==> config.mk <==
export PLATFORM = sky130hd
export DESIGN_NAME = brf_obuf
export DESIGN_NICKNAME = d
export VERILOG_FILES = /design/src/rtl/bulk_ring_fifo_defines.svh /design/src/rtl/brf_pkg.sv /design/src/rtl/brf_obuf.sv
export SDC_FILE = /design/constraint.sdc
export NUM_CORES = 1
export LEC_CHECK = 0
export BUFFER_PORTS_ARGS = -buffer_cell sky130_fd_sc_hd__buf_2
export CAP_MARGIN = 20
export CORE_MARGIN = 10
export CORE_UTILIZATION = 51
export CTS_CLUSTER_SIZE = 16
export DETAILED_ROUTE_END_ITERATION = 8
export GPL_TIMING_DRIVEN = 0
export PLACE_DENSITY = 0.79
export SLEW_MARGIN = 25
export SYNTH_ARGS = -nofsm -noshare
export SYNTH_HDL_FRONTEND = slang
export SYNTH_SLANG_ARGS = --single-unit
==> constraint.sdc <==
create_clock -name clk -period 2.1 [get_ports clk]
set_input_delay 0.21 -clock clk [delete_from_list [all_inputs] [get_ports clk]]
set_output_delay 0.21 -clock clk [all_outputs]
set_load 0.005 [all_outputs]
==> src/rtl/bulk_ring_fifo_defines.svh <==
// Assertion macros for the bulk ring FIFO.
// Included by modules that carry concurrent checks; expects clk and rst_n in scope.
`ifndef BULK_RING_FIFO_DEFINES_SVH
`define BULK_RING_FIFO_DEFINES_SVH
`ifndef NO_ASSERTIONS
// Same-cycle implication, sampled on the rising clock, off while in reset.
`define BRF_ASSERT_COMB(label, ante, cons) \
  label: assert property (@(posedge clk) disable iff (!rst_n) (ante) |-> (cons)) \
    else $error("bulk_ring_fifo: same-cycle check failed");
// Next-cycle implication, sampled on the rising clock, off while in reset.
`define BRF_ASSERT_NEXT(label, ante, cons) \
  label: assert property (@(posedge clk) disable iff (!rst_n) (ante) |=> (cons)) \
    else $error("bulk_ring_fifo: next-cycle check failed");
`else
`define BRF_ASSERT_COMB(label, ante, cons)
`define BRF_ASSERT_NEXT(label, ante, cons)
`endif
`endif

==> src/rtl/brf_pkg.sv <==
// Shared constants, codes and types of the bulk ring FIFO.
// Used by brf_ctrl, brf_obuf and bulk_ring_fifo; no dependencies.
package brf_pkg;

  localparam int DEPTH      = 1024;
  localparam int IDX_W      = $clog2(DEPTH);
  localparam int PTR_W      = IDX_W + 1;
  localparam int DATA_W     = 32;
  localparam int MAX_BURST  = 64;
  localparam int CNT_W      = 7;
  localparam int OCC_W      = PTR_W;
  localparam int OBUF_DEPTH = 4;
  localparam int OBUF_IDX_W = $clog2(OBUF_DEPTH);
  localparam int OBUF_LVL_W = OBUF_IDX_W + 1;

  typedef enum logic [1:0] {
    KIND_PUSH = 2'd0,
    KIND_POP  = 2'd1,
    KIND_PEEK = 2'd2
  } kind_t;

  typedef enum logic {
    ST_IDLE,
    ST_STREAM
  } state_t;

  typedef struct packed {
    logic             ok;
    logic             has_data;
    logic             last;
    logic [OCC_W-1:0] occupancy;
  } res_meta_t;

  typedef struct packed {
    logic      vld;
    logic      from_ram;
    res_meta_t meta;
  } res_req_t;

  typedef struct packed {
    res_meta_t         meta;
    logic [DATA_W-1:0] data;
  } obuf_ent_t;

endpackage

==> src/rtl/brf_obuf.sv <==
// Four-entry result queue that decouples the FIFO core from the result channel.
// Depends on brf_pkg for the result types and queue sizing.
module brf_obuf (
  input  logic                          clk,
  input  logic                          rst_n,
  input  brf_pkg::res_req_t             res_i,
  input  logic [brf_pkg::DATA_W-1:0]    ram_rdata,
  output logic [brf_pkg::OBUF_LVL_W-1:0] level,
  output logic                          out_valid,
  input  logic                          out_ready,
  output logic                          out_ok,
  output logic                          out_has_data,
  output logic [brf_pkg::DATA_W-1:0]    out_data_res,
  output logic                          out_last_res,
  output logic [brf_pkg::OCC_W-1:0]     out_occupancy
);

  brf_pkg::obuf_ent_t                ent_r [brf_pkg::OBUF_DEPTH];
  brf_pkg::obuf_ent_t                ent_in;
  brf_pkg::obuf_ent_t                ent_out;
  logic [brf_pkg::OBUF_IDX_W-1:0]    wr_ptr_r, wr_ptr_nxt;
  logic [brf_pkg::OBUF_IDX_W-1:0]    rd_ptr_r, rd_ptr_nxt;
  logic [brf_pkg::OBUF_LVL_W-1:0]    level_r, level_nxt;
  logic                              push, pop;

  assign push = res_i.vld;
  assign pop  = out_valid && out_ready;

  // Only beats that carry an element take the memory read data.
  always_comb begin
    ent_in.meta = res_i.meta;
    ent_in.data = res_i.from_ram ? ram_rdata : '0;
  end

  always_comb begin
    wr_ptr_nxt = push ? wr_ptr_r + 1'b1 : wr_ptr_r;
    rd_ptr_nxt = pop  ? rd_ptr_r + 1'b1 : rd_ptr_r;
    level_nxt  = level_r + brf_pkg::OBUF_LVL_W'(push) - brf_pkg::OBUF_LVL_W'(pop);
  end

  always_ff @(posedge clk) begin
    if (!rst_n) begin
      wr_ptr_r <= '0;
      rd_ptr_r <= '0;
      level_r  <= '0;
    end else begin
      wr_ptr_r <= wr_ptr_nxt;
      rd_ptr_r <= rd_ptr_nxt;
      level_r  <= level_nxt;
    end
  end

  always_ff @(posedge clk) begin
    if (push) begin
      ent_r[wr_ptr_r] <= ent_in;
    end
  end

  assign ent_out       = ent_r[rd_ptr_r];
  assign level         = level_r;
  assign out_valid     = (level_r != '0);
  assign out_ok        = ent_out.meta.ok;
  assign out_has_data  = ent_out.meta.has_data;
  assign out_data_res  = ent_out.data;
  assign out_last_res  = ent_out.meta.last;
  assign out_occupancy = ent_out.meta.occupancy;

endmodule

==> impl_metrics.py <==
metrics = {
    "placement": {
        "gp_congestion": 0.703,
        "portBuffers": 100,
        "dp.cells": 603,
        "preCtsSetupSlack_ns": 0.0930,
        "hpwl_um": 8810,
    },
    "worst_setup_path": {
        "end_kind": "primary output",
        "r2r-start": "level[2]",
        "start_kind": "flip-flop",
        "cp_data_required_time_ns": 1.89,
        "worstPathArrival_ns": 1.81,
        "r2r_end": "level[2]",
        "criticalPathCategory": "flip-flop to primary output",
        "crit_fanout": 10,
        "regToRegSetupSlack_ns": 0.13,
        "r2r_cells": 7,
    },
    "clocking": {
        "clk_pin_slew_ns": 0.07,
        "htree_levels": 4,
        "cts_buffers": 17,
        "cts_tree": "built",
        "cts_sinks": 193,
        "cts_buffer_depth": 2,
        "clock_latency_ns": 0.43,
        "clockRootBuffer": "clkbuf_16",
    },
    "grt": {
        "grt_pass1_wl_um": 21400,
        "grt_max_degree": 27,
        "antenna_found_initial": 0,
        "grt_pass1_vias": 3790,
        "grt_overflow_total": 0,
        "grt_usage_pct": 14.4,
    },
    "timing": {
        "worst_pin_slew_ns": 0.462,
        "setup-tns-final_ns": 0,
        "hold_viol": 0,
        "period_needed_ns": 2.02,
        "rsz0062_at_grt": "false",
        "final_max_slew_viol_count": 0,
        "post-route-period-util_pct": 96.2,
        "fmax_mhz": 495,
        "finClkSkew_ns": 0.0102,
        "setup_violations": 0,
        "fin_ws_ns": 0.0803,
        "slew_headroom_pct": 69.2,
    },
    "power": {
        "sequentialPowerShare_pct": 48.9,
        "p_per_area_nw_per_um2": 1050,
        "power_leakage_uw": 0.00311,
        "cellInternalPower_uw": 7080,
        "switchingPower_uw": 2180,
        "clock_power_share_pct": 31.6,
        "power_frac_comb_pct": 19.5,
        "irDropWorstVdd_mv": 0.551,
        "switching_share_pct": 23.5,
        "power_uw": 9260,
    },
    "synth": {
        "synthCells": 319,
        "synth_warnings": 0,
        "ys_types": 22,
        "synth_compound_area_share_pct": 0.237,
        "avgSynthCellArea_um2": 23.1,
        "muxShareOfSynthArea_pct": 14.9,
        "synthSimpleGateAreaFrac_pct": 3.83,
        "post_synth_xor_area_fraction_pct": 0.424,
        "synth_top_family_by_area": "multiplexers",
        "syn-num-nets": 377,
        "synthesis.area_um2": 7380,
        "yosys.area_share.adder_pct": 1.29,
        "seq_area_frac_synth_pct": 77.3,
        "yosys_register_bits": 193,
    },
    "run_status": {
        "status": "complete, no violations",
    },
    "finish": {
        "syn_to_final_growth_pct": 20.1,
        "fin_cells": 647,
        "final_util_pct": 63.1,
        "fillers": 979,
        "final_nets": 512,
        "diodes": 0,
        "drive_above_1_share_pct": 39.6,
    },
    "hold_path": {
        "holdPathStages": 1,
        "min_to": "ent_r[1][38]",
        "hold_path.startpoint": "res_i[6]",
        "hold_class": "input pin to flip-flop",
    },
    "routing": {
        "drt_wl_total_um": 13800,
        "wl_per_cell_um": 21.3,
        "ant_nets": 0,
        "drc": 0,
        "viasPerCell": 5.46,
        "drtPass1Iterations": 4,
        "drt-initial-drc-count": 275,
        "route.vias.total": 3530,
    },
    "floorplan": {
        "fp.dieW_um": 140,
        "io_pins": 101,
        "die_h_um": 140,
        "rows": 43,
        "dieArea_um2": 19700,
        "core-area_um2": 14000,
        "initial_utilization_pct": 52.6,
    },
    "flow_run": {
        "cap_violations": 0,
    },
}
[critical path: stages, from the launching register on]
cell,delay (ns)
dfxtp_1,0.36
buf_12,0.17
buf_12,0.16
mux4_2,0.53
buf_2,0.15
[layout make-up]
type / count / area (µm²) / share of cell area (%)
tap: 180 / 225 / 2.54
sequential: 193 / 5710 / 64.4
buffer: 13 / 146 / 1.65
clock inverter: 11 / 91.3 / 1.03
clock buffer: 21 / 440 / 4.97
timing repair buffer: 116 / 698 / 7.88
multi-input combinational: 107 / 1540 / 17.3
inverter: 6 / 22.5 / 0.254
[routing by layer]
metal / wire length [µm] / GRT usage [%] / vias up
met2: 6860 / 22.7 / 110
met5: 0 / 0 / -
met4: 240 / 5.71 / 0
li1: - / - / 1581
met1: 5890 / 17.9 / 1818
met3: 819 / 5.00 / 21
[worst max path at each step]
| stage | from | end | slack, ns | cells past startpoint |
|---|---|---|---|---|
| final | flip-flop | out_data_res[8] | 0.08 | 4 |
| after global routing | flip-flop | out_occupancy[1] | 0.004 | 4 |
| after CTS | flip-flop | out_last_res | -0.0004 | 4 |
| after detailed placement | level[1] | level[2] | 0.09 | 7 |
| after global placement | wr_ptr_r[0] | ent_r[0][15] | -0.77 | 3 |
| after floorplan | wr_ptr_r[0] | ent_r[2][0] | 0.05 | 3 |
[cell usage after synthesis]
library cell  instances  area (µm²)
o31a_1                1        8.76
mux4_1                6         158
o311ai_0              1        8.76
xnor3_1               1        22.5
edfxtp_1            184        5530
clkbuf_1              3        11.3
nor2b_1               1        6.26
nand2_1               2        7.51
clkbuf_2              1        5.00
mux4_2               40         901
fa_1                  1        20.0
nand2b_1              2        12.5
buf_12                4        80.1
and2_1               40         250
or3_1                 1        6.26
inv_1                 6        22.5
buf_2                 4        20.0
ha_1                  6        75.1
buf_6                 1        11.3
mux2i_1               4        40.0
xor2_1                1        8.76
dfxtp_1               9         180
[registers in the layout (all words and copies together), names as in the netlist, named ones only]
name and cells:
ent_r 184, rd_ptr_r 2, wr_ptr_r 2, level 3
[power groups by stage]
| stage | Combinational, µW | Sequential (µW) | Clock (µW) |
|---|---|---|---|
| 2_1_floorplan | 1150 | 4590 | 0 |
| 3_3_place_gp | 1760 | 4600 | 0 |
| 3_5_place_dp | 1810 | 4610 | 0 |
| 4_1_cts | 1830 | 4520 | 2990 |
| 5_1_grt | 1990 | 4540 | 3170 |
| 6_report | 1810 | 4530 | 2930 |
[placed cells by master, fill, tap and decap left out, drive strengths merged, types with 2 or more instances in the layout]
cell type    instances
dlygate4sd3         11
inv                  6
ha                   6
mux4                46
clkbuf              24
clkinvlp             4
clkinv               6
edfxtp             184
dfxtp                9
nand2                2
buf                115
and2                40
nand2b               2
mux2i                4
[cell families (layout without fill, tap and decap cells)]
kind of cell,Yosys count,count (layout)
flip-flops,193,193
multiplexers,50,50
AND/OR/NAND/NOR,46,46
buffers and inverters,19,167
adder cells (fa/ha/maj),7,7
AO/OA/AOI/OAI,2,2
XOR/XNOR,2,2
[stage by stage]
stage	instance area (µm²)	hold slack (ns)
5_1_grt	8860	0.00526
3_3_place_gp	8110	0.420
2_1_floorplan	7380	0.309
4_1_cts	8850	0.000716
6_report	8860	0.0157
3_5_place_dp	8200	0.433
[repair_timing]
item                                    CTS  global route
endpoints found under the setup margin    8            21
hold buffers                             11             0
resized for setup                         3             5
buffers inserted                          0             1
hold endpoints to repair                 39             0
pin swaps                                 0             1
No activity file was read; power rests on OpenSTA's default activity.
