--- config.mk ---
export PLATFORM = sky130hd
export DESIGN_NAME = brf_ctrl
export DESIGN_NICKNAME = d
export VERILOG_FILES = /design/src/rtl/bulk_ring_fifo_defines.svh /design/src/rtl/brf_pkg.sv /design/src/rtl/brf_ctrl.sv
export SDC_FILE = /design/constraint.sdc
export NUM_CORES = 1
export LEC_CHECK = 0
export BUFFER_PORTS_ARGS = -buffer_cell sky130_fd_sc_hd__buf_2
export CAP_MARGIN = 20
export CORE_UTILIZATION = 40
export DETAILED_ROUTE_END_ITERATION = 8
export MAX_ROUTING_LAYER = met4
export PLACE_DENSITY_LB_ADDON = 0.12
export RECOVER_POWER = 50
export REMOVE_ABC_BUFFERS = 1
export SLEW_MARGIN = 20
export SYNTH_ARGS = -nofsm -noshare
export SYNTH_HDL_FRONTEND = slang
export SYNTH_SLANG_ARGS = --single-unit
--- constraint.sdc ---
create_clock -name clk -period 7.28 [get_ports clk]
set_input_delay 0.364 -clock clk [delete_from_list [all_inputs] [get_ports clk]]
set_output_delay 0.364 -clock clk [all_outputs]
set_load 0.01 [all_outputs]
--- src/rtl/bulk_ring_fifo_defines.svh ---
// Assertion macros for the bulk ring FIFO.
// Included by modules that carry concurrent checks; expects clk and rst_n in scope.
`ifndef BULK_RING_FIFO_DEFINES_SVH
`define BULK_RING_FIFO_DEFINES_SVH
`ifndef NO_ASSERTIONS
// Same-cycle implication, sampled on the rising clock, off while in reset.
`define BRF_ASSERT_COMB(label, ante, cons) \
  label: assert property (@(posedge clk) disable iff (!rst_n) (ante) |-> (cons)) \
    else $error("bulk_ring_fifo: same-cycle check failed");
// Next-cycle implication, sampled on the rising clock, off while in reset.
`define BRF_ASSERT_NEXT(label, ante, cons) \
  label: assert property (@(posedge clk) disable iff (!rst_n) (ante) |=> (cons)) \
    else $error("bulk_ring_fifo: next-cycle check failed");
`else
`define BRF_ASSERT_COMB(label, ante, cons)
`define BRF_ASSERT_NEXT(label, ante, cons)
`endif
`endif

--- src/rtl/brf_pkg.sv ---
// Shared constants, codes and types of the bulk ring FIFO.
// Used by brf_ctrl, brf_obuf and bulk_ring_fifo; no dependencies.
package brf_pkg;

  localparam int DEPTH      = 1024;
  localparam int IDX_W      = $clog2(DEPTH);
  localparam int PTR_W      = IDX_W + 1;
  localparam int DATA_W     = 32;
  localparam int MAX_BURST  = 64;
  localparam int CNT_W      = 7;
  localparam int OCC_W      = PTR_W;
  localparam int OBUF_DEPTH = 4;
  localparam int OBUF_IDX_W = $clog2(OBUF_DEPTH);
  localparam int OBUF_LVL_W = OBUF_IDX_W + 1;

  typedef enum logic [1:0] {
    KIND_PUSH = 2'd0,
    KIND_POP  = 2'd1,
    KIND_PEEK = 2'd2
  } kind_t;

  typedef enum logic {
    ST_IDLE,
    ST_STREAM
  } state_t;

  typedef struct packed {
    logic             ok;
    logic             has_data;
    logic             last;
    logic [OCC_W-1:0] occupancy;
  } res_meta_t;

  typedef struct packed {
    logic      vld;
    logic      from_ram;
    res_meta_t meta;
  } res_req_t;

  typedef struct packed {
    res_meta_t         meta;
    logic [DATA_W-1:0] data;
  } obuf_ent_t;

endpackage

--- src/rtl/brf_ctrl.sv ---
// Pointer keeping, burst commit and pop/peek read sequencer of the bulk ring FIFO.
// Depends on brf_pkg; drives the element RAM and feeds brf_obuf.
module brf_ctrl (
  input  logic                            clk,
  input  logic                            rst_n,
  input  logic                            in_valid,
  output logic                            in_ready,
  input  logic [1:0]                      in_kind,
  input  logic [brf_pkg::DATA_W-1:0]      in_data,
  input  logic [brf_pkg::CNT_W-1:0]       in_count,
  input  logic                            in_last,
  input  logic [brf_pkg::OBUF_LVL_W-1:0]  obuf_level,
  output logic                            ram_we,
  output logic [brf_pkg::IDX_W-1:0]       ram_waddr,
  output logic [brf_pkg::DATA_W-1:0]      ram_wdata,
  output logic                            ram_re,
  output logic [brf_pkg::IDX_W-1:0]       ram_raddr,
  output brf_pkg::res_req_t               res_o
);

  brf_pkg::state_t                 state_r, state_nxt;
  logic [brf_pkg::PTR_W-1:0]       head_r, head_nxt;
  logic [brf_pkg::PTR_W-1:0]       tail_r, tail_nxt;
  logic [brf_pkg::PTR_W-1:0]       pend_r, pend_nxt;
  logic                            ovf_r, ovf_nxt;
  logic [brf_pkg::PTR_W-1:0]       rd_ptr_r, rd_ptr_nxt;
  logic [brf_pkg::CNT_W-1:0]       rem_r, rem_nxt;
  logic [brf_pkg::OCC_W-1:0]       occ_r, occ_nxt;
  brf_pkg::res_req_t               res_r, res_nxt;

  logic [brf_pkg::OBUF_LVL_W:0]    inflight;
  logic                            credit_ok;
  logic                            strm_issue;
  logic                            acc;
  logic                            is_req;
  logic                            start_strm;
  logic [brf_pkg::PTR_W-1:0]       fill;
  logic [brf_pkg::PTR_W:0]         used;
  logic                            room;
  logic [brf_pkg::PTR_W-1:0]       cnt_ext;
  logic                            req_ok;
  logic [brf_pkg::PTR_W-1:0]       pend_upd;
  logic                            ovf_upd;

  // A result needs a free queue slot, counting the one already on its way.
  assign inflight  = {1'b0, obuf_level} + (brf_pkg::OBUF_LVL_W + 1)'(res_r.vld);
  assign credit_ok = inflight < (brf_pkg::OBUF_LVL_W + 1)'(brf_pkg::OBUF_DEPTH);

  assign fill    = tail_r - head_r;
  assign used    = {1'b0, fill} + {1'b0, pend_r};
  assign room    = !ovf_r && (used < (brf_pkg::PTR_W + 1)'(brf_pkg::DEPTH));
  assign cnt_ext = brf_pkg::PTR_W'(in_count);
  assign req_ok  = (in_count <= brf_pkg::CNT_W'(brf_pkg::MAX_BURST)) && (cnt_ext <= fill);

  assign acc        = in_valid && in_ready;
  assign is_req     = (in_kind == brf_pkg::KIND_POP) || (in_kind == brf_pkg::KIND_PEEK);
  assign start_strm = acc && is_req && (in_count != '0) && req_ok;

  // State machine outputs.
  always_comb begin
    unique case (state_r)
      brf_pkg::ST_IDLE: begin
        in_ready   = credit_ok;
        strm_issue = 1'b0;
      end
      brf_pkg::ST_STREAM: begin
        in_ready   = 1'b0;
        strm_issue = credit_ok;
      end
      default: begin
        in_ready   = 1'b0;
        strm_issue = 1'b0;
      end
    endcase
  end

  // State machine next state.
  always_comb begin
    state_nxt = state_r;
    unique case (state_r)
      brf_pkg::ST_IDLE: begin
        if (start_strm) begin
          state_nxt = brf_pkg::ST_STREAM;
        end
      end
      brf_pkg::ST_STREAM: begin
        if (strm_issue && (rem_r == brf_pkg::CNT_W'(1))) begin
          state_nxt = brf_pkg::ST_IDLE;
        end
      end
      default: state_nxt = brf_pkg::ST_IDLE;
    endcase
  end

  // Pointer updates, memory accesses and result generation.
  always_comb begin
    head_nxt   = head_r;
    tail_nxt   = tail_r;
    pend_nxt   = pend_r;
    ovf_nxt    = ovf_r;
    rd_ptr_nxt = rd_ptr_r;
    rem_nxt    = rem_r;
    occ_nxt    = occ_r;
    res_nxt    = '0;
    pend_upd   = pend_r;
    ovf_upd    = ovf_r;
    ram_we     = 1'b0;
    ram_waddr  = brf_pkg::IDX_W'(tail_r + pend_r);
    ram_wdata  = in_data;
    ram_re     = strm_issue;
    ram_raddr  = rd_ptr_r[brf_pkg::IDX_W-1:0];

    if (acc) begin
      unique case (in_kind)
        brf_pkg::KIND_PUSH: begin
          if (room) begin
            ram_we   = 1'b1;
            pend_upd = pend_r + 1'b1;
          end else begin
            ovf_upd = 1'b1;
          end
          if (in_last) begin
            res_nxt.vld       = 1'b1;
            res_nxt.meta.ok   = !ovf_upd;
            res_nxt.meta.last = 1'b1;
            if (!ovf_upd) begin
              tail_nxt               = tail_r + pend_upd;
              res_nxt.meta.occupancy = fill + pend_upd;
            end else begin
              res_nxt.meta.occupancy = fill;
            end
            pend_nxt = '0;
            ovf_nxt  = 1'b0;
          end else begin
            pend_nxt = pend_upd;
            ovf_nxt  = ovf_upd;
          end
        end
        brf_pkg::KIND_POP, brf_pkg::KIND_PEEK: begin
          if (in_count == '0) begin
            res_nxt.vld            = 1'b1;
            res_nxt.meta.ok        = 1'b1;
            res_nxt.meta.last      = 1'b1;
            res_nxt.meta.occupancy = fill;
          end else if (!req_ok) begin
            res_nxt.vld            = 1'b1;
            res_nxt.meta.last      = 1'b1;
            res_nxt.meta.occupancy = fill;
          end else begin
            rd_ptr_nxt = head_r;
            rem_nxt    = in_count;
            if (in_kind == brf_pkg::KIND_POP) begin
              head_nxt = head_r + cnt_ext;
              occ_nxt  = fill - cnt_ext;
            end else begin
              occ_nxt = fill;
            end
          end
        end
        default: begin
        end
      endcase
    end

    if (strm_issue) begin
      res_nxt.vld            = 1'b1;
      res_nxt.from_ram       = 1'b1;
      res_nxt.meta.ok        = 1'b1;
      res_nxt.meta.has_data  = 1'b1;
      res_nxt.meta.last      = (rem_r == brf_pkg::CNT_W'(1));
      res_nxt.meta.occupancy = occ_r;
      rd_ptr_nxt             = rd_ptr_r + 1'b1;
      rem_nxt                = rem_r - 1'b1;
    end
  end

  always_ff @(posedge clk) begin
    if (!rst_n) begin
      state_r <= brf_pkg::ST_IDLE;
      head_r  <= '0;
      tail_r  <= '0;
      pend_r  <= '0;
      ovf_r   <= 1'b0;
      res_r   <= '0;
    end else begin
      state_r <= state_nxt;
      head_r  <= head_nxt;
      tail_r  <= tail_nxt;
      pend_r  <= pend_nxt;
      ovf_r   <= ovf_nxt;
      res_r   <= res_nxt;
    end
  end

  always_ff @(posedge clk) begin
    rd_ptr_r <= rd_ptr_nxt;
    rem_r    <= rem_nxt;
    occ_r    <= occ_nxt;
  end

  assign res_o = res_r;

endmodule

==> results.json <==
{
  "outcome": "finished clean",
  "yosysTopAreaCellShare_pct": 15.7,
  "post-route-util_pct": 45.0,
  "via_count": 5582,
  "setup.worst_path.end_class": "flip-flop",
  "placed_area_um2": 6670,
  "post-route-min-period_ns": 6.38,
  "clk_latency_ns": 0.35,
  "n_antenna_cell": 0,
  "cts-htree-levels": 3,
  "grt_pass1_vias": 5432,
  "hold_ws_ns": 0.343,
  "clkTransAtPathRegs_ns": 0.06,
  "maxCapViolations": 0,
  "place.gp.congestion": 0.875,
  "fmax_mhz": 157,
  "cts_setup_buffers": 0,
  "vdd_drop_max_mv": 0.113,
  "yosys.cell_count.top_type": "nand2_1",
  "initial_core_util_pct": 41.4,
  "die_width_um": 128,
  "internal_power_uw": 793,
  "combinationalPowerShare_pct": 10.5,
  "grt_max_degree": 36,
  "rsz0062_at_grt": "no",
  "cp.arrival_ns": 6.61,
  "drive_above_1_share_pct": 6.82,
  "ioPinCount": 119,
  "yosys.area.top_type": "dfxtp_1",
  "fill_cells": 1569,
  "dp.final_hpwl_um": 14000,
  "critPathRequiredTime_ns": 7.51,
  "async_flop_share_pct": 0,
  "die_h_um": 128,
  "synthTopCellsByCount": "nand2_1 (91), ha_1 (70), o21ai_0 (67), a21oi_1 (51), nor2_1 (51)",
  "fin_nets": 911,
  "syn_inst": 762,
  "cp-start-kind": "flip-flop",
  "min_path_cells": 3,
  "wl_um": 18400,
  "drc_errors": 0,
  "wl_per_cell_um": 18.4,
  "synth.cell_area_um2": 6370,
  "rr_startpoint": "tail_r[0]",
  "finalCritPeriodShare_pct": 87.6,
  "slew_viol_final": 0,
  "num_rows": 45,
  "antenna_found_initial": 0,
  "power_density_nw_per_um2": 152,
  "grt_use_total_pct": 24.3,
  "min_path_type": "input pin to flip-flop",
  "clockBufferDepth": 2,
  "grt_pass1_wl_um": 29400,
  "yosysUniqueCellTypes": 63,
  "synth_ff_type": "dfxtp_1",
  "holdPathEnd": "rem_r[1]",
  "syn2layout_area_growth_pct": 8.68,
  "die-area_um2": 16400,
  "synth-edff-count": 28,
  "tightest_slew_ns": 0.935,
  "p_total_mw": 1.05,
  "vias_per_cell": 5.57,
  "switching_share_pct": 24.6,
  "ys_warn_count": 0,
  "synth_area_leaders": "dfxtp_1 (16%), ha_1 (14%), edfxtp_1 (13%)",
  "crit_type": "flip-flop to flip-flop",
  "critPathMaxFanout": 13,
  "holdBufCountCts": 0,
  "first_iter_violations": 516,
  "power_switching_uw": 259,
  "gr-total-overflow": 0,
  "clock-sinks": 78,
  "cts_inserted_buffers": 9,
  "maxSlewHeadroom_pct": 37.7,
  "p_leak_nw": 3.03,
  "ctsRootBufferMaster": "clkbuf_16",
  "rrSetupSlack_ns": 0.90,
  "core_area_um2": 15400,
  "first_pass_iters": 5,
  "setup_tns_ns": 0,
  "syn_area_per_cell_um2": 8.36,
  "p_clk_share_pct": 45.8,
  "cts_tree": "yes",
  "post_cts_resized": 0,
  "min-delay-start": "in_count[1]",
  "fin_area_um2": 6920,
  "synth_seq_area_share_pct": 28.9,
  "rr_endpoint": "res_o[10]",
  "power_frac_seq_pct": 43.6,
  "reg2reg_depth": 24,
  "synth_seq_cells": 78,
  "clock-skew-final_ns": 0.00566,
  "setup_viol": 0,
  "drtAntennaViolNets": 0,
  "portBuffers": 54,
  "hold_viol_final": 0
}
power groups by stage:
stage / clock network (mW) / registers, mW / logic, mW
4_1_cts: 0.493 / 0.459 / 0.111
3_3_place_gp: 0 / 0.469 / 0.109
3_5_place_dp: 0 / 0.469 / 0.110
5_1_grt: 0.507 / 0.460 / 0.122
2_1_floorplan: 0 / 0.469 / 0.0712
6_report: 0.482 / 0.459 / 0.111
sequential cells by signal, summed over array words and instances, names as in the netlist:
signal    count
head_r       11
occ_r        11
ovf_r         1
pend_r       11
rd_ptr_r     10
rem_r         7
res_o        15
state_r       1
tail_r       11
cell usage in the layout, fill, tap and decap left out, types with 5 or more instances in the layout:
cell type / instances
a211oi_1: 10
o21ai_0: 67
nand2b_1: 6
buf_2: 20
nand4_1: 13
clkbuf_1: 36
and3_1: 9
nor2b_1: 6
a21o_1: 14
edfxtp_1: 28
xnor2_1: 37
or3_1: 9
nor3_1: 12
nand3_1: 11
dfxtp_1: 50
o211ai_1: 5
clkbuf_16: 9
nor3b_1: 5
nand2_1: 91
mux2i_1: 7
nor4_1: 6
fa_1: 6
inv_1: 49
xor2_1: 24
and2_1: 6
a21boi_0: 5
ha_1: 70
a31oi_1: 5
clkinv_1: 5
a21oi_1: 51
o31ai_1: 8
nor2_1: 51
buf_4: 9
worst max-delay path, cell delays in order (launching register included):
cell and delay [ns]:
dfxtp_1 0.34, inv_1 0.08, ha_1 0.16, inv_1 0.05, fa_1 0.42, a211oi_1 0.32, nor2_1 0.12, or4_4 0.50
a21oi_1 0.33, nor2_1 0.19, ha_1 0.31, nor4_1 0.24, o211a_1 0.22, and3_1 0.46, and3_1 0.34, nand4_1 0.15
xnor2_1 0.28, ha_1 0.31, or2_2 0.28, a21oi_1 0.14, a21oi_1 0.08, a31oi_1 0.21, xnor2_1 0.10, a211o_1 0.31
a221o_1 0.29
worst max-delay path by stage:
stage	startpoint	endpoint	slack, ns	cells after the start
floorplan	head_r[0]	res_o[10]	1.71	23
global placement	tail_r[0]	tail_r[10]	1.10	23
detailed placement	tail_r[0]	tail_r[10]	0.96	23
CTS	tail_r[0]	tail_r[10]	0.91	23
global route	tail_r[0]	tail_r[10]	0.41	23
finish	tail_r[0]	res_o[10]	0.90	24
per-stage QoR:
step	instances	setup slack [ns]
2_1_floorplan	712	1.71
3_3_place_gp	987	1.10
3_5_place_dp	987	0.965
4_1_cts	1003	0.907
5_1_grt	1003	0.410
6_report	1003	0.902
kinds of logic after synthesis:
logic type,Yosys count,synth area share (%)
AO/OA/AOI/OAI,195,19.2
XOR/XNOR,62,8.64
adder cells (fa/ha/maj),76,15.6
buffers and inverters,101,7.95
flip-flops,78,28.9
multiplexers,9,1.45
AND/OR/NAND/NOR,241,18.2
cell type report:
| class | count | area, um2 | share of cell area [%] |
|---|---|---|---|
| repair buffers | 64 | 299 | 4.32 |
| inverters | 51 | 191 | 2.76 |
| clock inverters | 6 | 76.3 | 1.10 |
| flip-flops and latches | 78 | 1840 | 26.6 |
| multi-input cells | 583 | 4020 | 58.1 |
| well taps | 211 | 264 | 3.81 |
| clock buffers | 10 | 229 | 3.31 |
routing by layer:
layer  part of all wire, %  track usage (%)  vias to the layer above
met1                    48             31.7                     2601
li1                      -                -                     2741
met3                   7.2             6.68                       31
met5                     0                -                        -
met2                    42             35.1                      209
met4                   2.7             10.2                        0
(Power assumes the default switching activity.)
